<file path="config.mk">
export PLATFORM = sky130hd
export DESIGN_NAME = dlcf_csr
export DESIGN_NICKNAME = d
export VERILOG_FILES = /design/src/hw/rtl/dlcf_pkg.sv /design/src/hw/rtl/dlcf_csr.sv
export SDC_FILE = /design/constraint.sdc
export NUM_CORES = 1
export LEC_CHECK = 0
export ABC_AREA = 1
export BUFFER_PORTS_ARGS = -buffer_cell sky130_fd_sc_hd__buf_2
export CAP_MARGIN = 0
export CORE_AREA = 3 3 102 104
export DETAILED_ROUTE_END_ITERATION = 10
export DIE_AREA = 0 0 105 107
export PLACE_DENSITY = 0.9
export SYNTH_ARGS = -nofsm -noshare
export SYNTH_HDL_FRONTEND = slang
export SYNTH_SLANG_ARGS = --single-unit
</file>
<file path="constraint.sdc">
create_clock -name clock -period 1.5 [get_ports clock]
set_clock_uncertainty 0.1 [all_clocks]
set_input_delay 0.3 -clock clock [delete_from_list [all_inputs] [get_ports clock]]
set_output_delay 0.3 -clock clock [all_outputs]
set_load 0.05 [all_outputs]
</file>
<file path="src/hw/rtl/dlcf_pkg.sv">
// ----------------------------------------------------------------------------
// dlcf_pkg
// Shared types and codes of the linear spring contact force block: the
// request and response payloads, the register set and its addresses.
// ----------------------------------------------------------------------------
package dlcf_pkg;

   localparam int FIELD_BITS = 63;
   localparam int ADDR_BITS  = 5;

   typedef struct packed {
      logic                  is_new;
      logic [15:0]           group_masks;
      logic signed [31:0]    penetration;
      logic [FIELD_BITS-1:0] contact_normal;
      logic [FIELD_BITS-1:0] arm_a;
      logic [FIELD_BITS-1:0] arm_b;
      logic [FIELD_BITS-1:0] velocity_a;
      logic [FIELD_BITS-1:0] velocity_b;
      logic [FIELD_BITS-1:0] spin_a;
      logic [FIELD_BITS-1:0] spin_b;
      logic [FIELD_BITS-1:0] old_shear;
      logic [FIELD_BITS-1:0] old_normal;
   } req_type;

   typedef struct packed {
      logic                  applies;
      logic [FIELD_BITS-1:0] contact_force;
      logic [FIELD_BITS-1:0] moment_a;
      logic [FIELD_BITS-1:0] moment_b;
      logic [FIELD_BITS-1:0] new_shear;
   } rsp_type;

   typedef struct packed {
      logic [15:0] time_step;
      logic [31:0] normal_stiffness;
      logic [31:0] shear_stiffness;
      logic [7:0]  first_group_mask;
      logic [7:0]  second_group_mask;
   } cfg_type;

   typedef enum logic [2:0] {
      REG_TIME_STEP        = 3'd0,
      REG_NORMAL_STIFFNESS = 3'd1,
      REG_SHEAR_STIFFNESS  = 3'd2,
      REG_FIRST_MASK       = 3'd3,
      REG_SECOND_MASK      = 3'd4
   } reg_index_type;

endpackage

</file>
<file path="src/hw/rtl/dlcf_csr.sv">
// ----------------------------------------------------------------------------
// dlcf_csr
// Register file of the contact force block behind an APB-style port.
// ----------------------------------------------------------------------------
module dlcf_csr (
   input  logic                           clock,
   input  logic                           reset,
   input  logic                           psel,
   input  logic                           penable,
   input  logic                           pwrite,
   input  logic [dlcf_pkg::ADDR_BITS-1:0] paddr,
   input  logic [31:0]                    pwdata,
   output logic [31:0]                    prdata,
   output logic                           pready,
   output dlcf_pkg::cfg_type              cfg
);
   import dlcf_pkg::*;

   cfg_type       cfg_ff;
   cfg_type       cfg_in;
   reg_index_type index;

   assign index  = reg_index_type'(paddr[ADDR_BITS-1:2]);
   assign pready = 1'b1;
   assign cfg    = cfg_ff;

   always_comb begin
      cfg_in = cfg_ff;
      if (psel && penable && pwrite) begin
         unique case (index)
            REG_TIME_STEP:        cfg_in.time_step         = pwdata[15:0];
            REG_NORMAL_STIFFNESS: cfg_in.normal_stiffness  = pwdata;
            REG_SHEAR_STIFFNESS:  cfg_in.shear_stiffness   = pwdata;
            REG_FIRST_MASK:       cfg_in.first_group_mask  = pwdata[7:0];
            REG_SECOND_MASK:      cfg_in.second_group_mask = pwdata[7:0];
            default: ;
         endcase
      end
   end

   always_ff @(posedge clock) begin
      if (reset) begin
         cfg_ff.time_step         <= 16'd16;
         cfg_ff.normal_stiffness  <= 32'd65536;
         cfg_ff.shear_stiffness   <= 32'd65536;
         cfg_ff.first_group_mask  <= 8'd1;
         cfg_ff.second_group_mask <= 8'd2;
      end else begin
         cfg_ff <= cfg_in;
      end
   end

   always_comb begin
      unique case (index)
         REG_TIME_STEP:        prdata = {16'd0, cfg_ff.time_step};
         REG_NORMAL_STIFFNESS: prdata = cfg_ff.normal_stiffness;
         REG_SHEAR_STIFFNESS:  prdata = cfg_ff.shear_stiffness;
         REG_FIRST_MASK:       prdata = {24'd0, cfg_ff.first_group_mask};
         REG_SECOND_MASK:      prdata = {24'd0, cfg_ff.second_group_mask};
         default:              prdata = 32'd0;
      endcase
   end

endmodule

</file>
; ---- Word-level counts from Yosys, hierarchy flattened
; Index checks and enable logic that the tools add are counted.
[op_classes]
add_sub_neg = 0
n_bitwise = 0
n_reduce_logical = 8
eq_ne = 4
n_shift = 0
multipliers = 0
n_lt_le_gt_ge = 0
n_div = 0
n_mux = 1
[ops]
columns = cell, n
row1 = case mux 32 bit (5 select lines), 1
row2 = AND reduction 2 bit, 5
row3 = equality test 3 x 2 -> 1 bit (second input constant), 2
row4 = equality test 3 x 1 -> 1 bit (second input constant), 1
row5 = equality test 3 bit (second input constant), 1
row6 = logical NOT 3 bit, 1
row7 = logical AND 1 bit, 2
[word_totals]
wordCells = 18
ramBits = 0
romBits = 0
inputBits = 42
output_inout_bits = 129
latch_bits = 0
mem_count = 0
ff_bits = 96

; ---- Logic depth before layout (Yosys ltp)
; Gate-level depths: netlist (run 1).
[logic_depth]
depth_word = 3
mapped_depth = 8
depth_no_buf = 7

; ---- Least setup slack after synthesis (run 1)
; OpenSTA, ideal clock, no wires.
[synth_timing]
path_kind = in2out
start = in paddr[4] (netlist bit)
end = out prdata[13]
required_time_ns = 1.100
path_slack_ns = -0.361
t_arrival_ns = 1.461
path_buffers = 2
cell_stages = 7
path_cell_list = buf_4 > inv_6 > nand2_1 > nor2_4 > buf_2 > nand2_1 > nand3_1
[synth_between]
elab_chain_len = 2
word_cells_on_any_way = 6
cone_classes = eq/ne (4) / mux (1) / reduce/logical (1)
[synth_lines]
columns = item, line
row1 = from (decl), dlcf_csr.sv:11  ; input logic [dlcf_pkg::ADDR_BITS-1:0] paddr,
row2 = "equality test 3 bit, or another cell as far along", dlcf_csr.sv:54  ; unique case (index)
row3 = case mux 32 bit (5 select lines) (*), dlcf_csr.sv:54
row4 = to (decl), dlcf_csr.sv:13  ; output logic [31:0] prdata,
; Mark *: on every way between the ends. The rest lies on a longest branch, timed or not.

; ---- Worst setup path after layout (run 1)
[layout_timing]
start = in paddr[2] (netlist bit)
end = out prdata[29]
; Same word-level chain as after synthesis.

==> flow_summary.toml, run 1 <==
[timing]
setup_viol = 36
final_hold_viol_count = 0
max_freq_mhz = 575.6
setup_ws_ns = -0.2372
rsz0062_at_grt = "true"
maxSlewViolCount = 0
min_period_ns = 1.737
tns_ns = -5.432
finalCritPeriodShare_pct = 115.8

[cells_and_area]
syn_to_final_growth_pct = 67.55
regArea_mm2 = 0.001947
largest_reg_flops = 96
fin_nets = 1003
drive_above_1_share_pct = 43.89
fin_area_mm2 = 0.007920
utilization_pct = 82.17
antennaDiodeCount = 0
multiInputGateArea_mm2 = 0.003067
nFillCells = 512

[synthesis]
synthCells = 739
syn-cell-area_mm2 = 0.004727
synth-seq-cells = 96
synth.distinct_cells = 22
yosysTopAreaCellShare_pct = 40.66
syn_nets = 781
synth-warning-count = 0
synth_top_area_cell = "dfxtp_1"
yosysSeqAreaShare_pct = 40.66
avgSynthCellArea_um2 = 6.397
synth_area_leaders = "dfxtp_1 41%, nand2_1 17%, nor2_1 15%, nand3_1 12%, inv_1 3.1%"

[clock_tree]
clk_path_buf_depth = 2
clockRootBuffer = "clkbuf_8"
cts_tree = "built"
clkLatencyLatePin_ns = 0.37
numCtsBuffers = 9
holdBufCountCts = 0
clk_pin_slew_ns = 0.11
cts_sinks = 96
htreeDepth = 3

[floorplan]
fp.dieArea_mm2 = 0.01124
ios = 171
die_w_um = 105
dieHeight_um = 107
coreArea_mm2 = 0.009639
start_util_pct = 49.04
rows = 36

[grt]
antenna_found_initial = 0
grt_pass1_wl_mm = 29.44
grt_usage_pct = 32.66
grt_max_degree = 51
grt_pass1_vias = 5887
grt_remaining_overflow = 0

[critical_path]
cp_common_cell = "buf_12"
crit_buf_inv = 4
critPathKind = "in -> out"
end_kind = "primary output"
critPathLaunchType = "input pin"
arrival_ns = 1.34
crit_slowest_cell = "nor2_8"
path_max_fanout = 7
cpPeakStageDelay_ns = 0.22
critical_path.cell_chain = "buf_12 > buf_12 > nor2_8 > buf_4 > nand2_1 > nand2_4 > buf_6"
crit_family = "buffers and inverters"
required_ns = 1.10

[pwr]
ir_worst_vdd_mv = 0.7132
p_per_area_mw_per_mm2 = 687.4
p_leak_uw = 0.004091

[detailed_routing]
wl_per_cell_um = 19.58
drtIter0Drc = 611
detail-route-antenna-nets = 0
drtPass1Iterations = 8
drt_wl_total_mm = 21.52
vias = 6262
drc = 0
viasPerCell = 5.698

[job]
cap_violations = 0

[placed_design]
numPortBuffers = 167
placed_cell_area_mm2 = 0.006390
hpwl_mm = 10.80
gp_congestion = 0.8985

[run_status]
failed_checks = "negative setup slack"
status = "finished with violations"

[min_path]
holdCritPathClass = "in -> reg"
-- Yosys cell counts, drive strengths merged --
library cell	n
buf	45
nand4	13
nand3	114
clkbuf	4
clkinv	1
o21ai	5
nor2	203
conb	1
dfxtp	96
nand2	215
inv	42
-- final timing paths --
check / start / to / slack [ns] / cells past startpoint
min reg2reg: cfg[15]$_SDFFE_PP0P_ / cfg[15]$_SDFFE_PP0P_ / 0.40 / 2
max reg2reg: cfg[82]$_SDFFE_PP0P_ / cfg[82]$_SDFFE_PP0P_ / 0.58 / 3
min: pwdata[1] / cfg[1]$_SDFFE_PP1P_ / 0.07 / 3
max: paddr[2] / prdata[29] / -0.24 / 7
-- worst reg2reg max path, delay by kind of cell, from the launching register on --
family        cells  cell delay [ns]
flops             1             0.35
buf+inv           1             0.15
simple gates      2             0.22
-- per-layer routing --
metal	GRT usage [%]	part of all wire, %	wire length, um	vias up
met5	0	0	0	-
met1	37.08	34	7424	2844
met2	57.33	48	10410	526
met3	5.479	9.9	2139	144
met4	19.96	7.2	1547	0
li1	-	-	-	2748
-- through the flow --
step	hold slack, ns	total power [uW]	setup WS [ns]	std cells
detailed placement	0.3843	3425	-0.3276	1044
global route	0.07767	5572	-0.2594	1099
floorplan	0.3262	3186	-0.07857	739
finish	0.06814	5444	-0.2372	1099
CTS	0.06625	5289	-0.1803	1090
global placement	0.3803	3413	-0.3042	1044
-- kinds of logic (layout without fill, tap and decap cells) --
logic type	count (synthesis)	after routing	share of synthesized area, %
buffers and inverters	92	319	10.08
AO/OA/AOI/OAI	5	5	0.5293
flip-flops	96	96	40.66
AND/OR/NAND/NOR	545	545	48.65
other	1	1	0.07933
-- where the power goes --
group,switching [uW],internal (uW),leakage [uW]
combinational,638,388,0.00321
sequential,36.0,2580,0.000784
clock,1010,791,0.000101
total,1680,3760,0.00409
-- what timing repair did --
item                       4_1_cts  5_1_grt
cloned                           5        2
gates resized for setup        185       97
setup endpoints to repair       32       49
buffers inserted                25        9
pin swaps                       33       23
-- cell usage in the layout, fill, tap and decap left out, types with 2 or more instances in the layout --
| master | instances |
|---|---|
| buf_12 | 19 |
| nand3_4 | 10 |
| nor2_2 | 8 |
| o21ai_0 | 5 |
| nand4_1 | 13 |
| nor2_4 | 12 |
| nand3_1 | 93 |
| nand3_2 | 11 |
| nand2_1 | 135 |
| nand2_4 | 40 |
| clkbuf_4 | 23 |
| nand2_2 | 32 |
| inv_6 | 3 |
| buf_4 | 64 |
| dfxtp_2 | 20 |
| bufbuf_16 | 2 |
| nor2_1 | 182 |
| inv_1 | 37 |
| buf_6 | 10 |
| buf_2 | 102 |
| buf_8 | 36 |
| clkbuf_16 | 3 |
| clkbuf_8 | 9 |
| dfxtp_1 | 76 |
| nand2_8 | 8 |
| inv_2 | 5 |
-- layout make-up --
cell class | count | share of cell area (%)
inverter | 43 | 2.196
timing repair buffer | 260 | 29.86
sequential | 96 | 24.58
multi-input combinational | 551 | 38.72
clock buffer | 9 | 1.564
tap | 133 | 2.101
clock inverter | 7 | 0.9795
No activity file was read; power rests on OpenSTA's default activity.
==> run 2, diff against run 1 <==
--- a/config.mk
+++ b/config.mk
@@ -11,7 +11,7 @@
 export CORE_AREA = 3 3 102 104
 export DETAILED_ROUTE_END_ITERATION = 10
 export DIE_AREA = 0 0 105 107
-export PLACE_DENSITY = 0.9
+export PLACE_DENSITY = 0.79
 export SYNTH_ARGS = -nofsm -noshare
 export SYNTH_HDL_FRONTEND = slang
 export SYNTH_SLANG_ARGS = --single-unit
==> run 2 against run 1 <==
The flow still finishes with violations (negative setup slack). Non-clock buffer count decreased by 10. Clock power decreased by 8%. Hold slack got worse by 0.0041 ns. Critical path type unchanged.
==> flow_summary.toml, run 2 (synthesis results as in run 1) <==
[critical_path]
worst_r2r_path_depth = 3
path_max_fanout = 7
reg2reg_to = "cfg[2]$_SDFFE_PP0P_"
rr_startpoint = "cfg[2]$_SDFFE_PP0P_"
critical_path.cell_chain = "buf_12 > inv_12 > nand2_4 > nor2_4 > buf_12 > buf_16 > nand2_8 > nand2_8 > buf_8"
crit_buf_inv = 5
required_ns = 1.10
cpPeakStageDelay_ns = 0.17
rrSetupSlack_ns = 0.68
arrival_ns = 1.28
crit_slowest_cell = "buf_16"
crit_family = "buffers and inverters"
critPathKind = "in -> out"
critPathLaunchType = "input pin"
end_kind = "primary output"

[grt]
grt_usage_pct = 28.80
antenna_found_initial = 0
grt_pass1_vias = 5357
grt.busiest_layer = "met2"
use_met1_pct = 36.06
grt_pass1_wl_mm = 26.28
grt_util_met3_pct = 4.756
grtUsageMet2_pct = 49.86
grt_remaining_overflow = 0
grt_max_degree = 63

[clock_tree]
numCtsBuffers = 9
clockRootBuffer = "clkbuf_8"
clkLatencyLatePin_ns = 0.36
clk_path_buf_depth = 2
clk_pin_slew_ns = 0.09
cts_tree = "built"
holdBufCountCts = 0
cts_sinks = 96
htreeDepth = 3

[floorplan]
coreArea_mm2 = 0.009639
die_w_um = 105
ios = 171
start_util_pct = 49.04
fp.dieArea_mm2 = 0.01124
rows = 36
dieHeight_um = 107

[timing]
final_hold_viol_count = 0
rsz0062_at_grt = "true"
maxSlewViolCount = 0
setup_ws_ns = -0.1756
min_period_ns = 1.676
setup_viol = 33
finalCritPeriodShare_pct = 111.7
max_freq_mhz = 596.8

[detailed_routing]
vias = 5644
drt_wl_total_mm = 16.68
viasPerCell = 5.183
wl_per_cell_um = 15.32
drtPass1Iterations = 8
drc = 0
drtIter0Drc = 382
detail-route-antenna-nets = 0

[run_status]
status = "finished with violations"
failed_checks = "negative setup slack"

[min_path]
hold_start = "pwdata[4]"
min_to = "cfg[84]$_SDFFE_PP1P_"
min_path_cells = 3
holdCritPathClass = "in -> reg"

[pwr]
power_uw = 5166
ir_worst_vdd_mv = 0.4212
p_leak_uw = 0.003767
p_per_area_mw_per_mm2 = 685.1

[cells_and_area]
nFillCells = 704
drive_above_1_share_pct = 41.53
fin_nets = 993
layout_commonest_cell = "nor2_1"
utilization_pct = 78.22
antennaDiodeCount = 0
mostFrequentLayoutCells = "183 x nor2_1, 149 x nand2_1, 117 x buf_2, 101 x nand3_1, 67 x dfxtp_1"
syn_to_final_growth_pct = 59.50
largest_reg_flops = 96

[placed_design]
gp_congestion = 0.8538
hpwl_mm = 10.75
numPortBuffers = 167

[job]
cap_violations = 0
run 2: cell types whose count changed in the layout (fill, tap and decap cells not counted), moves of 6 or more:
cell,before,now
nand3_1,93,101
dfxtp_1,76,67
clkbuf_4,23,13
dfxtp_2,20,29
nand3_2,11,4
nand2_4,40,23
nand2_1,135,149
buf_6,10,4
buf_2,102,117
run 2: where the power goes:
group          internal [uW]  switching, uW
combinational            340            564
sequential              2580           32.7
clock                    766            882
run 2: tightest hold or removal path, cell delays in order:
cell and delay [ns]:
buf_2 0.09, nand2_1 0.05, nand3_1 0.06
run 2: per-layer routing:
layer / wire length [um] / up-vias
met4: 425 / 0
li1: - / 2713
met2: 8294 / 267
met3: 1088 / 43
met1: 6872 / 2621
met5: 0 / -
run 2: how the worst max path moves through the flow:
stage	start	end	slack, ns	cells after the start
after floorplan	paddr[4]	prdata[13]	-0.08	7
after global placement	paddr[2]	prdata[16]	-0.38	7
after detailed placement	paddr[2]	prdata[23]	-0.38	7
after CTS	paddr[3]	prdata[14]	-0.17	9
after global routing	paddr[4]	prdata[26]	-0.21	9
final	paddr[4]	prdata[26]	-0.18	9
run 2: repair_timing:
action                                  in CTS  in global routing
resized for setup                          166                 61
setup buffers                               25                  7
gates cloned                                 4                  1
endpoints found under the setup margin      32                 43
pin swaps                                   31                  8
run 2: per-stage QoR:
step	setup slack, ns	hold WS, ns	TNS (ns)	instances	cell area, um^2
after floorplan	-0.07857	0.3262	-1.938	739	5185
after global routing	-0.2077	0.07265	-5.430	1089	7540
after global placement	-0.3782	0.3818	-18.70	1042	6372
after detailed placement	-0.3819	0.3866	-20.94	1042	6372
final	-0.1756	0.06408	-4.138	1089	7540
after CTS	-0.1658	0.04833	-4.451	1087	7363
run 2: final cells by class:
class                   instances  area [um^2]  share of cell area (%)
inverters                      43        176.4                   2.340
multi-input cells             551         2932                   38.88
clock buffers                  12        135.1                   1.792
clock inverters                 4        45.04                  0.5974
flip-flops and latches         96         1958                   25.97
well taps                     133        166.4                   2.207
repair buffers                250         2127                   28.21
